### config.mk
export PLATFORM = sky130hd
export DESIGN_NAME = point_argmax_by_key_core_flat
export DESIGN_NICKNAME = d
export VERILOG_FILES = /design/src/sv/pabk_pkg.sv /design/src/sv/pabk_point_if.sv /design/src/sv/pabk_result_if.sv /design/src/sv/point_argmax_by_key_core.sv /design/src/sv/pabk_front.sv /design/src/sv/pabk_queue.sv /design/src/sv/pabk_back.sv /design/src/flat_wrapper.sv
export SDC_FILE = /design/constraint.sdc
export NUM_CORES = 2
export LEC_CHECK = 0
export ABC_CLOCK_PERIOD_IN_PS = 10400
export BUFFER_PORTS_ARGS = -buffer_cell sky130_fd_sc_hd__buf_2
export CAP_MARGIN = 20
export CORE_MARGIN = 8
export CORE_UTILIZATION = 60
export CTS_BUF_LIST = sky130_fd_sc_hd__clkbuf_2
export DETAILED_ROUTE_END_ITERATION = 8
export MAX_ROUTING_LAYER = met4
export PLACE_DENSITY_LB_ADDON = 0.2
export SLEW_MARGIN = 30
export SYNTH_ARGS = -nofsm -noshare
export SYNTH_HDL_FRONTEND = slang
export SYNTH_SLANG_ARGS = --single-unit
### constraint.sdc
create_clock -name i_clk -period 10.4 [get_ports i_clk]
set_input_delay 1.56 -clock i_clk [delete_from_list [all_inputs] [get_ports i_clk]]
set_output_delay 1.56 -clock i_clk [all_outputs]
set_load 0.03 [all_outputs]
### src/sv/pabk_pkg.sv
`timescale 1ns / 1ps
`default_nettype none
// Shared types and fixed widths for the point argmax block.
package pabk_pkg;

    // Widths of the beat fields, fixed by the interface, and the queue depth
    localparam int unsigned FIELD_BITS  = 16;
    localparam int unsigned INDEX_BITS  = 7;
    localparam int unsigned QUEUE_DEPTH = 4;

    typedef enum logic [1:0] {
        MODE_XY   = 2'd0,
        MODE_YX   = 2'd1,
        MODE_DIST = 2'd2,
        MODE_NONE = 2'd3
    } t_order_mode;

    // Classification of one point, made by the front part
    typedef struct packed {
        logic first;   // opens a new set
        logic active;  // within the first MAX_POINTS of its set
        logic last;    // closes the set
    } t_ctrl;

endpackage
`default_nettype wire

### src/sv/pabk_point_if.sv
`timescale 1ns / 1ps
`default_nettype none
// Valid/ready channel carrying one input point per beat.
interface pabk_point_if import pabk_pkg::*; ();
    logic                          valid;
    logic                          ready;
    logic signed [FIELD_BITS-1:0]  point_x;
    logic signed [FIELD_BITS-1:0]  point_y;
    logic                          last_point;

    modport source (output valid, output point_x, output point_y, output last_point,
                    input ready);
    modport sink   (input valid, input point_x, input point_y, input last_point,
                    output ready);
endinterface
`default_nettype wire

### src/sv/pabk_result_if.sv
`timescale 1ns / 1ps
`default_nettype none
// Valid/ready channel carrying one result index per beat.
interface pabk_result_if import pabk_pkg::*; ();
    logic                   valid;
    logic                   ready;
    logic [INDEX_BITS-1:0]  max_index;

    modport source (output valid, output max_index, input ready);
    modport sink   (input valid, input max_index, output ready);
endinterface
`default_nettype wire

### src/sv/point_argmax_by_key_core.sv
`timescale 1ns / 1ps
`default_nettype none
// Streaming argmax over signed 2-D points: one point a cycle sustained while
// results are taken; the index of a set's greatest point is registered once
// its last point has passed the queue and the squares and distance stages.
// The rate is set by the compare-and-update of the stored maximum in the back
// part; a four-beat queue separates the input classifier from that compare
// pipeline. While a result waits unclaimed the compare pipeline holds, and
// the queue takes up to four more beats before the point input stalls.
module point_argmax_by_key_core import pabk_pkg::*; #(
    parameter int unsigned MAX_POINTS = 128,
    parameter int unsigned COORD_BITS = 16
) (
    input  wire                   i_clk,
    input  wire                   i_rst_n,
    input  wire                   i_cfg_wr_en,
    input  wire [1:0]             i_cfg_wr_data,
    pabk_point_if.sink            i_point,
    pabk_result_if.source         o_result
);

    localparam int unsigned POS_W = $clog2(MAX_POINTS);
    localparam int unsigned CTRL_W = $bits(t_ctrl);
    localparam int unsigned Q_W   = CTRL_W + POS_W + 2 * COORD_BITS;

    t_order_mode                  r_order_mode;

    logic                         w_push;
    t_ctrl                        w_f_ctrl;
    logic [POS_W-1:0]             w_f_pos;
    logic signed [COORD_BITS-1:0] w_f_x;
    logic signed [COORD_BITS-1:0] w_f_y;
    logic                         w_q_ready;
    logic                         w_q_valid;
    logic [Q_W-1:0]               w_q_data;
    logic                         w_pop;
    t_ctrl                        w_b_ctrl;
    logic [POS_W-1:0]             w_b_pos;
    logic signed [COORD_BITS-1:0] w_b_x;
    logic signed [COORD_BITS-1:0] w_b_y;

    always_ff @(posedge i_clk) begin
        if (!i_rst_n) begin
            r_order_mode <= MODE_XY;
        end else if (i_cfg_wr_en) begin
            r_order_mode <= t_order_mode'(i_cfg_wr_data);
        end
    end

    pabk_front #(
        .MAX_POINTS (MAX_POINTS),
        .COORD_BITS (COORD_BITS)
    ) u_front (
        .i_clk     (i_clk),
        .i_rst_n   (i_rst_n),
        .i_point   (i_point),
        .i_q_ready (w_q_ready),
        .o_push    (w_push),
        .o_ctrl    (w_f_ctrl),
        .o_pos     (w_f_pos),
        .o_x       (w_f_x),
        .o_y       (w_f_y)
    );

    pabk_queue #(
        .WIDTH (Q_W)
    ) u_queue (
        .i_clk   (i_clk),
        .i_rst_n (i_rst_n),
        .i_push  (w_push),
        .i_data  ({w_f_ctrl, w_f_pos, w_f_x, w_f_y}),
        .o_ready (w_q_ready),
        .o_valid (w_q_valid),
        .o_data  (w_q_data),
        .i_pop   (w_pop)
    );

    assign {w_b_ctrl, w_b_pos, w_b_x, w_b_y} = w_q_data;

    pabk_back #(
        .COORD_BITS (COORD_BITS),
        .POS_BITS   (POS_W)
    ) u_back (
        .i_clk     (i_clk),
        .i_rst_n   (i_rst_n),
        .i_mode    (r_order_mode),
        .i_q_valid (w_q_valid),
        .i_q_ctrl  (w_b_ctrl),
        .i_q_pos   (w_b_pos),
        .i_q_x     (w_b_x),
        .i_q_y     (w_b_y),
        .o_pop     (w_pop),
        .o_result  (o_result)
    );

endmodule
`default_nettype wire

### src/sv/pabk_front.sv
`timescale 1ns / 1ps
`default_nettype none
// Front part: accepts points, tracks position in the set and classifies each beat.
module pabk_front import pabk_pkg::*; #(
    parameter int unsigned MAX_POINTS = 128,
    parameter int unsigned COORD_BITS = 16,
    localparam int unsigned CNT_W     = $clog2(MAX_POINTS + 1),
    localparam int unsigned POS_W     = $clog2(MAX_POINTS)
) (
    input  wire                          i_clk,
    input  wire                          i_rst_n,
    pabk_point_if.sink                   i_point,
    input  wire                          i_q_ready,
    output logic                         o_push,
    output t_ctrl                        o_ctrl,
    output logic [POS_W-1:0]             o_pos,
    output logic signed [COORD_BITS-1:0] o_x,
    output logic signed [COORD_BITS-1:0] o_y
);

    logic [CNT_W-1:0] r_count;
    logic [CNT_W-1:0] n_count;
    logic             w_accept;

    assign i_point.ready = i_q_ready;
    assign w_accept      = i_point.valid && i_q_ready;
    assign o_push        = w_accept;

    // low COORD_BITS of the field, zero-filled above the field when wider
    assign o_x = $signed(COORD_BITS'($unsigned(i_point.point_x)));
    assign o_y = $signed(COORD_BITS'($unsigned(i_point.point_y)));

    assign o_ctrl.first  = (r_count == '0);
    assign o_ctrl.active = (r_count < CNT_W'(MAX_POINTS));
    assign o_ctrl.last   = i_point.last_point;
    assign o_pos         = r_count[POS_W-1:0];

    always_comb begin
        n_count = r_count;
        if (w_accept) begin
            priority if (i_point.last_point) begin
                n_count = '0;
            end else if (o_ctrl.active) begin
                n_count = r_count + CNT_W'(1);
            end else begin
                // past the set limit: position holds until the last mark
                n_count = r_count;
            end
        end
    end

    always_ff @(posedge i_clk) begin
        if (!i_rst_n) begin
            r_count <= '0;
        end else begin
            r_count <= n_count;
        end
    end

    a_count_bound: assert property (@(posedge i_clk) disable iff (!i_rst_n)
        r_count <= CNT_W'(MAX_POINTS))
        else $error("point count beyond set limit");

    a_last_clears: assert property (@(posedge i_clk) disable iff (!i_rst_n)
        w_accept && i_point.last_point |=> r_count == '0)
        else $error("set position not cleared after last point");

endmodule
`default_nettype wire

### src/sv/pabk_queue.sv
`timescale 1ns / 1ps
`default_nettype none
// Short FIFO decoupling the front and back parts.
module pabk_queue import pabk_pkg::*; #(
    parameter int unsigned WIDTH = 8
) (
    input  wire              i_clk,
    input  wire              i_rst_n,
    input  wire              i_push,
    input  wire [WIDTH-1:0]  i_data,
    output logic             o_ready,
    output logic             o_valid,
    output logic [WIDTH-1:0] o_data,
    input  wire              i_pop
);

    localparam int unsigned PTR_W  = $clog2(QUEUE_DEPTH);
    localparam int unsigned FILL_W = $clog2(QUEUE_DEPTH + 1);

    logic [WIDTH-1:0]  r_mem [QUEUE_DEPTH];
    logic [PTR_W-1:0]  r_wr_ptr;
    logic [PTR_W-1:0]  r_rd_ptr;
    logic [FILL_W-1:0] r_fill;
    logic              w_push;
    logic              w_pop;

    assign o_ready = (r_fill != FILL_W'(QUEUE_DEPTH));
    assign o_valid = (r_fill != '0);
    assign o_data  = r_mem[r_rd_ptr];
    assign w_push  = i_push && o_ready;
    assign w_pop   = i_pop && o_valid;

    always_ff @(posedge i_clk) begin
        if (w_push) begin
            r_mem[r_wr_ptr] <= i_data;
        end
    end

    always_ff @(posedge i_clk) begin
        if (!i_rst_n) begin
            r_wr_ptr <= '0;
            r_rd_ptr <= '0;
            r_fill   <= '0;
        end else begin
            if (w_push) begin
                r_wr_ptr <= r_wr_ptr + PTR_W'(1);
            end
            if (w_pop) begin
                r_rd_ptr <= r_rd_ptr + PTR_W'(1);
            end
            unique case ({w_push, w_pop})
                2'b10:   r_fill <= r_fill + FILL_W'(1);
                2'b01:   r_fill <= r_fill - FILL_W'(1);
                default: r_fill <= r_fill;
            endcase
        end
    end

    a_fill_bound: assert property (@(posedge i_clk) disable iff (!i_rst_n)
        r_fill <= FILL_W'(QUEUE_DEPTH))
        else $error("queue overfilled");

    a_ptr_track: assert property (@(posedge i_clk) disable iff (!i_rst_n)
        (r_fill == '0 || r_fill == FILL_W'(QUEUE_DEPTH)) |-> r_wr_ptr == r_rd_ptr)
        else $error("queue pointers disagree with fill level");

endmodule
`default_nettype wire

### src/sv/pabk_back.sv
`timescale 1ns / 1ps
`default_nettype none
// Back part: squares, distance sum, compare against the stored best and result register.
module pabk_back import pabk_pkg::*; #(
    parameter int unsigned COORD_BITS = 16,
    parameter int unsigned POS_BITS   = 7
) (
    input  wire                          i_clk,
    input  wire                          i_rst_n,
    input  t_order_mode                  i_mode,
    input  wire                          i_q_valid,
    input  t_ctrl                        i_q_ctrl,
    input  wire [POS_BITS-1:0]           i_q_pos,
    input  wire signed [COORD_BITS-1:0]  i_q_x,
    input  wire signed [COORD_BITS-1:0]  i_q_y,
    output logic                         o_pop,
    pabk_result_if.source                o_result
);

    localparam int unsigned SQ_W   = 2 * COORD_BITS - 1;
    localparam int unsigned DIST_W = 2 * COORD_BITS;

    // stage 1: squares
    logic                         r_s1_valid;
    t_ctrl                        r_s1_ctrl;
    logic [POS_BITS-1:0]          r_s1_pos;
    logic signed [COORD_BITS-1:0] r_s1_x;
    logic signed [COORD_BITS-1:0] r_s1_y;
    logic [SQ_W-1:0]              r_s1_xx;
    logic [SQ_W-1:0]              r_s1_yy;
    // stage 2: distance
    logic                         r_s2_valid;
    t_ctrl                        r_s2_ctrl;
    logic [POS_BITS-1:0]          r_s2_pos;
    logic signed [COORD_BITS-1:0] r_s2_x;
    logic signed [COORD_BITS-1:0] r_s2_y;
    logic [DIST_W-1:0]            r_s2_dist;
    // stored maximum
    logic signed [COORD_BITS-1:0] r_best_x;
    logic signed [COORD_BITS-1:0] r_best_y;
    logic [DIST_W-1:0]            r_best_dist;
    logic [POS_BITS-1:0]          r_best_pos;
    // result register
    logic                         r_out_valid;
    logic [INDEX_BITS-1:0]        r_out_index;

    logic signed [DIST_W-1:0]     w_xx_full;
    logic signed [DIST_W-1:0]     w_yy_full;
    logic                         w_adv;
    logic                         w_step;
    logic                         w_x_gt, w_x_eq, w_y_gt, w_y_eq, w_d_gt, w_d_eq;
    logic                         w_ge;
    logic                         w_take;
    logic [POS_BITS-1:0]          w_sel_pos;

    // whole pipe moves unless a finished result is still waiting
    assign w_adv  = !r_out_valid || o_result.ready;
    assign o_pop  = w_adv && i_q_valid;
    assign w_step = w_adv && r_s2_valid;

    assign w_xx_full = i_q_x * i_q_x;
    assign w_yy_full = i_q_y * i_q_y;

    always_ff @(posedge i_clk) begin
        if (w_adv) begin
            r_s1_ctrl <= i_q_ctrl;
            r_s1_pos  <= i_q_pos;
            r_s1_x    <= i_q_x;
            r_s1_y    <= i_q_y;
            r_s1_xx   <= w_xx_full[SQ_W-1:0];
            r_s1_yy   <= w_yy_full[SQ_W-1:0];
            r_s2_ctrl <= r_s1_ctrl;
            r_s2_pos  <= r_s1_pos;
            r_s2_x    <= r_s1_x;
            r_s2_y    <= r_s1_y;
            r_s2_dist <= {1'b0, r_s1_xx} + {1'b0, r_s1_yy};
        end
    end

    assign w_x_gt = r_s2_x > r_best_x;
    assign w_x_eq = r_s2_x == r_best_x;
    assign w_y_gt = r_s2_y > r_best_y;
    assign w_y_eq = r_s2_y == r_best_y;
    assign w_d_gt = r_s2_dist > r_best_dist;
    assign w_d_eq = r_s2_dist == r_best_dist;

    // in the key modes greater or equal replaces, so the last of equal points wins; MODE_NONE never replaces
    always_comb begin
        unique case (i_mode)
            MODE_XY:   w_ge = w_x_gt || (w_x_eq && (w_y_gt || w_y_eq));
            MODE_YX:   w_ge = w_y_gt || (w_y_eq && (w_x_gt || w_x_eq));
            MODE_DIST: w_ge = w_d_gt || (w_d_eq &&
                              (w_x_gt || (w_x_eq && (w_y_gt || w_y_eq))));
            MODE_NONE: w_ge = 1'b0;
        endcase
    end

    assign w_take    = r_s2_ctrl.first || (r_s2_ctrl.active && w_ge);
    assign w_sel_pos = w_take ? r_s2_pos : r_best_pos;

    always_ff @(posedge i_clk) begin
        if (w_step && w_take) begin
            r_best_x    <= r_s2_x;
            r_best_y    <= r_s2_y;
            r_best_dist <= r_s2_dist;
            r_best_pos  <= r_s2_pos;
        end
        if (w_step && r_s2_ctrl.last) begin
            r_out_index <= INDEX_BITS'(w_sel_pos);
        end
    end

    always_ff @(posedge i_clk) begin
        if (!i_rst_n) begin
            r_s1_valid  <= 1'b0;
            r_s2_valid  <= 1'b0;
            r_out_valid <= 1'b0;
        end else begin
            if (w_adv) begin
                r_s1_valid <= i_q_valid;
                r_s2_valid <= r_s1_valid;
            end
            priority if (w_step && r_s2_ctrl.last) begin
                r_out_valid <= 1'b1;
            end else if (o_result.ready) begin
                r_out_valid <= 1'b0;
            end else begin
                r_out_valid <= r_out_valid;
            end
        end
    end

    assign o_result.valid     = r_out_valid;
    assign o_result.max_index = r_out_index;

    a_first_pos: assert property (@(posedge i_clk) disable iff (!i_rst_n)
        w_step && r_s2_ctrl.first |=> r_best_pos == '0)
        else $error("first point of a set not stored at position zero");

    a_last_result: assert property (@(posedge i_clk) disable iff (!i_rst_n)
        w_step && r_s2_ctrl.last |=> r_out_valid)
        else $error("last point of a set gave no result");

endmodule
`default_nettype wire

### src/flat_wrapper.sv
// flat-port wrapper written by rule: the top's interface ports become plain ports
module point_argmax_by_key_core_flat import pabk_pkg::*;
#(
    parameter int unsigned MAX_POINTS = 128,
    parameter int unsigned COORD_BITS = 16
)
  (i_clk, i_rst_n, i_cfg_wr_en, i_cfg_wr_data, i_point_valid, i_point_point_x, i_point_point_y, i_point_last_point, i_point_ready, o_result_valid, o_result_max_index, o_result_ready);
  pabk_point_if i_point_i ();
  pabk_result_if o_result_i ();
  input  wire i_clk;
  input  wire i_rst_n;
  input  wire i_cfg_wr_en;
  input  wire [1:0] i_cfg_wr_data;
  input wire logic [$bits(i_point_i.valid)-1:0] i_point_valid;
  input wire logic [$bits(i_point_i.point_x)-1:0] i_point_point_x;
  input wire logic [$bits(i_point_i.point_y)-1:0] i_point_point_y;
  input wire logic [$bits(i_point_i.last_point)-1:0] i_point_last_point;
  output wire logic [$bits(i_point_i.ready)-1:0] i_point_ready;
  output wire logic [$bits(o_result_i.valid)-1:0] o_result_valid;
  output wire logic [$bits(o_result_i.max_index)-1:0] o_result_max_index;
  input wire logic [$bits(o_result_i.ready)-1:0] o_result_ready;
  assign i_point_i.valid = i_point_valid;
  assign i_point_i.point_x = i_point_point_x;
  assign i_point_i.point_y = i_point_point_y;
  assign i_point_i.last_point = i_point_last_point;
  assign i_point_ready = i_point_i.ready;
  assign o_result_valid = o_result_i.valid;
  assign o_result_max_index = o_result_i.max_index;
  assign o_result_i.ready = o_result_ready;
  point_argmax_by_key_core #(.MAX_POINTS(MAX_POINTS), .COORD_BITS(COORD_BITS)) u_core (.i_clk(i_clk), .i_rst_n(i_rst_n), .i_cfg_wr_en(i_cfg_wr_en), .i_cfg_wr_data(i_cfg_wr_data), .i_point(i_point_i), .o_result(o_result_i));
endmodule
==> flow_summary.rst <==
.. list-table::
   :header-rows: 1

   * - Metric
     - Value
   * - Die Height
     - 257 um
   * - Class of the worst hold path
     - reg -> reg
   * - Number of hold buffers added after cts
     - 0
   * - Startpoint type of the worst setup path
     - register
   * - Adder-Cell Fraction of Synth Area
     - between 30 and 40%
   * - Routed length per instance
     - 18.2 um
   * - X dimension of the die
     - ~260 um
   * - Count of buffers from port buffering
     - 48
   * - Number of remaining DRC errors
     - 0
   * - Worst slew margin
     - 34.7%
   * - CTS H-tree lvls
     - 3
   * - Number of synthesized flops with an enable pin
     - between 400 and 500
   * - Number of max-cap violations
     - 0
   * - Area growth from synthesis to final layout
     - 6.87%
   * - Total routed wirelength
     - approximately 73000 um
   * - Routability-driven placement congestion ratio
     - a little over 0.9
   * - Final-stage net count
     - 3888
   * - Top cells by count, synth
     - inv_1 (708), fa_1 (459), edfxtp_1 (420), ha_1 (270), nand2_1 (223)
   * - Slew Limit Fails
     - 0
   * - Type of element capturing the critical path
     - register
   * - Violation count after the first detailed-route iteration
     - 1326
   * - Critical path data arrival time
     - around 9.5 ns
   * - Number of library cell types mapped by synthesis
     - between 50 and 60
   * - Post-synthesis instance area
     - ~35000 um2
   * - Share of flip-flops with an asynchronous set or reset
     - 0%
   * - Sequential area share after synthesis
     - approximately 38%
   * - Compound-cell area share of the yosys netlist
     - between 4 and 5%
   * - Post-synthesis cell type with the largest combined area
     - edfxtp_1
   * - Total half-perimeter wirelength after legalization and detailed placement
     - 55300 um
   * - CP Data Required Time
     - 11.22 ns
   * - Number of buffers created by CTS
     - ~110
   * - Leading cell types by total area after synthesis
     - edfxtp_1 (36%), fa_1 (26%), ha_1 (9.7%)
   * - Main combinational cell family by area after synthesis
     - adder cells
   * - Shortest clock period the worst path allows after layout
     - 8.69 ns
   * - Top fanout value on the critical path
     - between 40 and 50
   * - Net count of the mapped netlist
     - 3745
   * - Cell with the most instances after synthesis
     - inv_1
   * - Hold path start
     - u_core.u_back.r_s1_pos[6]
   * - Clock transition at the registers of the reported paths
     - roughly 0.12 ns
   * - Std-Cell Rows
     - 88
   * - Setup Crit Path Kind
     - reg -> reg
   * - Count of yosys warnings during synthesis
     - 0
   * - Routed via count
     - about 22000
   * - Number of instances in the synthesized netlist
     - roughly 3000
   * - Final clock skew
     - between 0.1 and 0.15 ns
   * - Clock buffer depth
     - 3
   * - Insertion delay of the later-clocked pin in the worst-skew pair
     - 1.16 ns
   * - Total routing usage reported by global routing
     - around a quarter
   * - Core region area
     - 57500 um2
   * - CTS tree
     - done
   * - Share of the cycle needed by the critical path after routing
     - between 80% and 90%
   * - Post-synthesis register bit count
     - 442
   * - Post-route antenna net violation count
     - 0
   * - Layout cells sized above 1
     - about a tenth
   * - Number of antenna violations at the first check in global routing
     - 7
   * - Die footprint
     - between 60000 and 70000 um2
   * - Internal reg-to-reg setup slack
     - 1.71 ns
   * - Hold Fails Final Rpt
     - 0
   * - Total Negative Setup Slacks
     - 0 ns
   * - Resized Gates After CTS
     - 0
   * - Max Clk Rate
     - 0.115 GHz
   * - Dominant register cell in the synthesized netlist
     - edfxtp_1
   * - Result of the run
     - completed
   * - Clock root cell
     - clkbuf_2
   * - First drt pass iteration count
     - 8
   * - RSZ-0062 raised after global routing
     - no
   * - Mux share of post-synthesis cell area
     - under 10%
   * - Sink Count
     - 442
   * - Post CTS Setup Buffer Count
     - 0
   * - Total congestion overflow after global routing
     - 0
   * - Vias in the first global route
     - 23800
   * - Starting density of the core
     - between 60% and 70%
   * - Largest net degree at the start of global routing
     - slightly below 80
   * - Setup violators final
     - 0
   * - Worst Max-Slew Pin Slew
     - 0.973 ns
   * - # IOs
     - between 40 and 50
   * - Vias per inst
     - 5.41
   * - Global-route wire length before repair
     - ~120000 um
   * - Synthesized-area fraction occupied by xor and xnor cells
     - under 10%
   * - Average cell area after synthesis
     - 11.7 um2
   * - Basic-gate share of the synthesized area counting and, or, nand and nor cells
     - 7.21%
   * - Area share of the largest cell type after synthesis
     - between 30% and 40%
[logic make-up (layout without fill, tap and decap cells)]
family          after synthesis  in the layout
compound gates              273            273
simple gates                569            569
other cells                   0              7
fa+ha+maj                   729            729
xor+xnor                    114            114
mux                          82             82
buf+inv                     767            996
flops                       442            442
[registers in the layout, indices dropped and copies added (netlist names), 2 cells and up, named ones only]
name                              cells
u_core.r_order_mode                   2
u_core.u_back.o_result.max_index      7
u_core.u_back.r_best_dist            32
u_core.u_back.r_best_pos              7
u_core.u_back.r_best_x               16
u_core.u_back.r_best_y               16
u_core.u_back.r_s1_ctrl               3
u_core.u_back.r_s1_pos                7
u_core.u_back.r_s1_x                 16
u_core.u_back.r_s1_xx                29
u_core.u_back.r_s1_y                 16
u_core.u_back.r_s1_yy                29
u_core.u_back.r_s2_ctrl               3
u_core.u_back.r_s2_dist              32
u_core.u_back.r_s2_pos                7
u_core.u_back.r_s2_x                 16
u_core.u_back.r_s2_y                 16
u_core.u_front.r_count                8
u_core.u_queue.r_fill                 3
u_core.u_queue.r_mem                168
u_core.u_queue.r_rd_ptr               2
u_core.u_queue.r_wr_ptr               2
[per-stage QoR]
stage	util (%)	area [um2]	setup WS (ns)	hold slack (ns)	std cells
after floorplan	-	34800	1.96	0.400	2976
after global placement	62.7	36100	1.75	0.401	3773
after detailed placement	62.8	36100	1.68	0.405	3774
after CTS	64.6	37100	1.64	0.386	3970
after global routing	64.7	37200	1.28	0.411	3977
final	64.7	37200	1.71	0.410	3977
[worst max-delay path, cell delays in order, from the launching register on]
cell	delay [ns]
dfxtp_4	0.79
buf_4	0.34
mux2i_1	0.20
nand2_1	0.06
o21ai_1	0.09
buf_4	0.24
clkinv_1	0.50
nand2_1	0.30
inv_1	0.09
fa_1	0.54
inv_1	0.06
fa_1	0.58
fa_1	0.46
fa_1	0.56
inv_1	0.05
fa_1	0.47
inv_1	0.05
fa_1	0.47
inv_1	0.04
ha_1	0.35
nand3_1	0.21
nor2_1	0.13
and3_1	0.18
a21oi_1	0.07
o311ai_0	0.74
o211ai_1	0.30
a21boi_0	0.35
xor2_1	0.13
[layout make-up]
type                       count  area [um2]
multi-input combinational   1767       18900
clock inverter                39         267
timing repair buffer          81         512
inverter                     719        2700
fill                        4463       20300
tap                          765         957
antenna                        7        17.5
clock buffer                 157         786
sequential                   442       13100
[placed cells by master, fill, tap and decap left out, types with 7 or more instances in the layout]
| cell | n |
|---|---|
| mux2_2 | 35 |
| buf_2 | 48 |
| a21oi_1 | 74 |
| inv_1 | 708 |
| a21o_1 | 19 |
| fa_1 | 459 |
| dfxtp_1 | 20 |
| a211o_1 | 7 |
| or3_1 | 9 |
| clkinv_1 | 34 |
| nand2b_1 | 10 |
| o21bai_1 | 11 |
| buf_4 | 31 |
| a211oi_1 | 21 |
| nor2_1 | 180 |
| nor2b_1 | 15 |
| nand3_1 | 22 |
| nor3_1 | 31 |
| o21ai_1 | 26 |
| o21a_1 | 16 |
| mux2i_1 | 30 |
| o21ai_0 | 54 |
| ha_1 | 270 |
| nand4_1 | 8 |
| xor2_1 | 30 |
| clkbuf_2 | 157 |
| and2_1 | 39 |
| xnor2_1 | 84 |
| mux4_2 | 17 |
| a31o_2 | 8 |
| diode_2 | 7 |
| edfxtp_1 | 420 |
| nand2_1 | 223 |
[final timing paths]
| kind | depth (start not counted) | to |
|---|---|---|
| max | 27 | u_core.u_back.r_s1_xx[27] |
| min | 0 | u_core.u_back.r_s2_pos[6] |
| max reg2reg | 27 | u_core.u_back.r_s1_xx[27] |
| min reg2reg | 0 | u_core.u_back.r_s2_pos[6] |
[layer usage]
metal	wire length, um	up-vias	GRT usage [%]
li1	-	9935	-
met1	29900	10800	29.0
met2	35600	608	37.8
met3	4750	158	4.72
met4	2310	0	9.43
met5	0	-	-
Power is not shown: default switching activity piles up to over one toggle a cycle in this logic, so the estimate is an artifact.
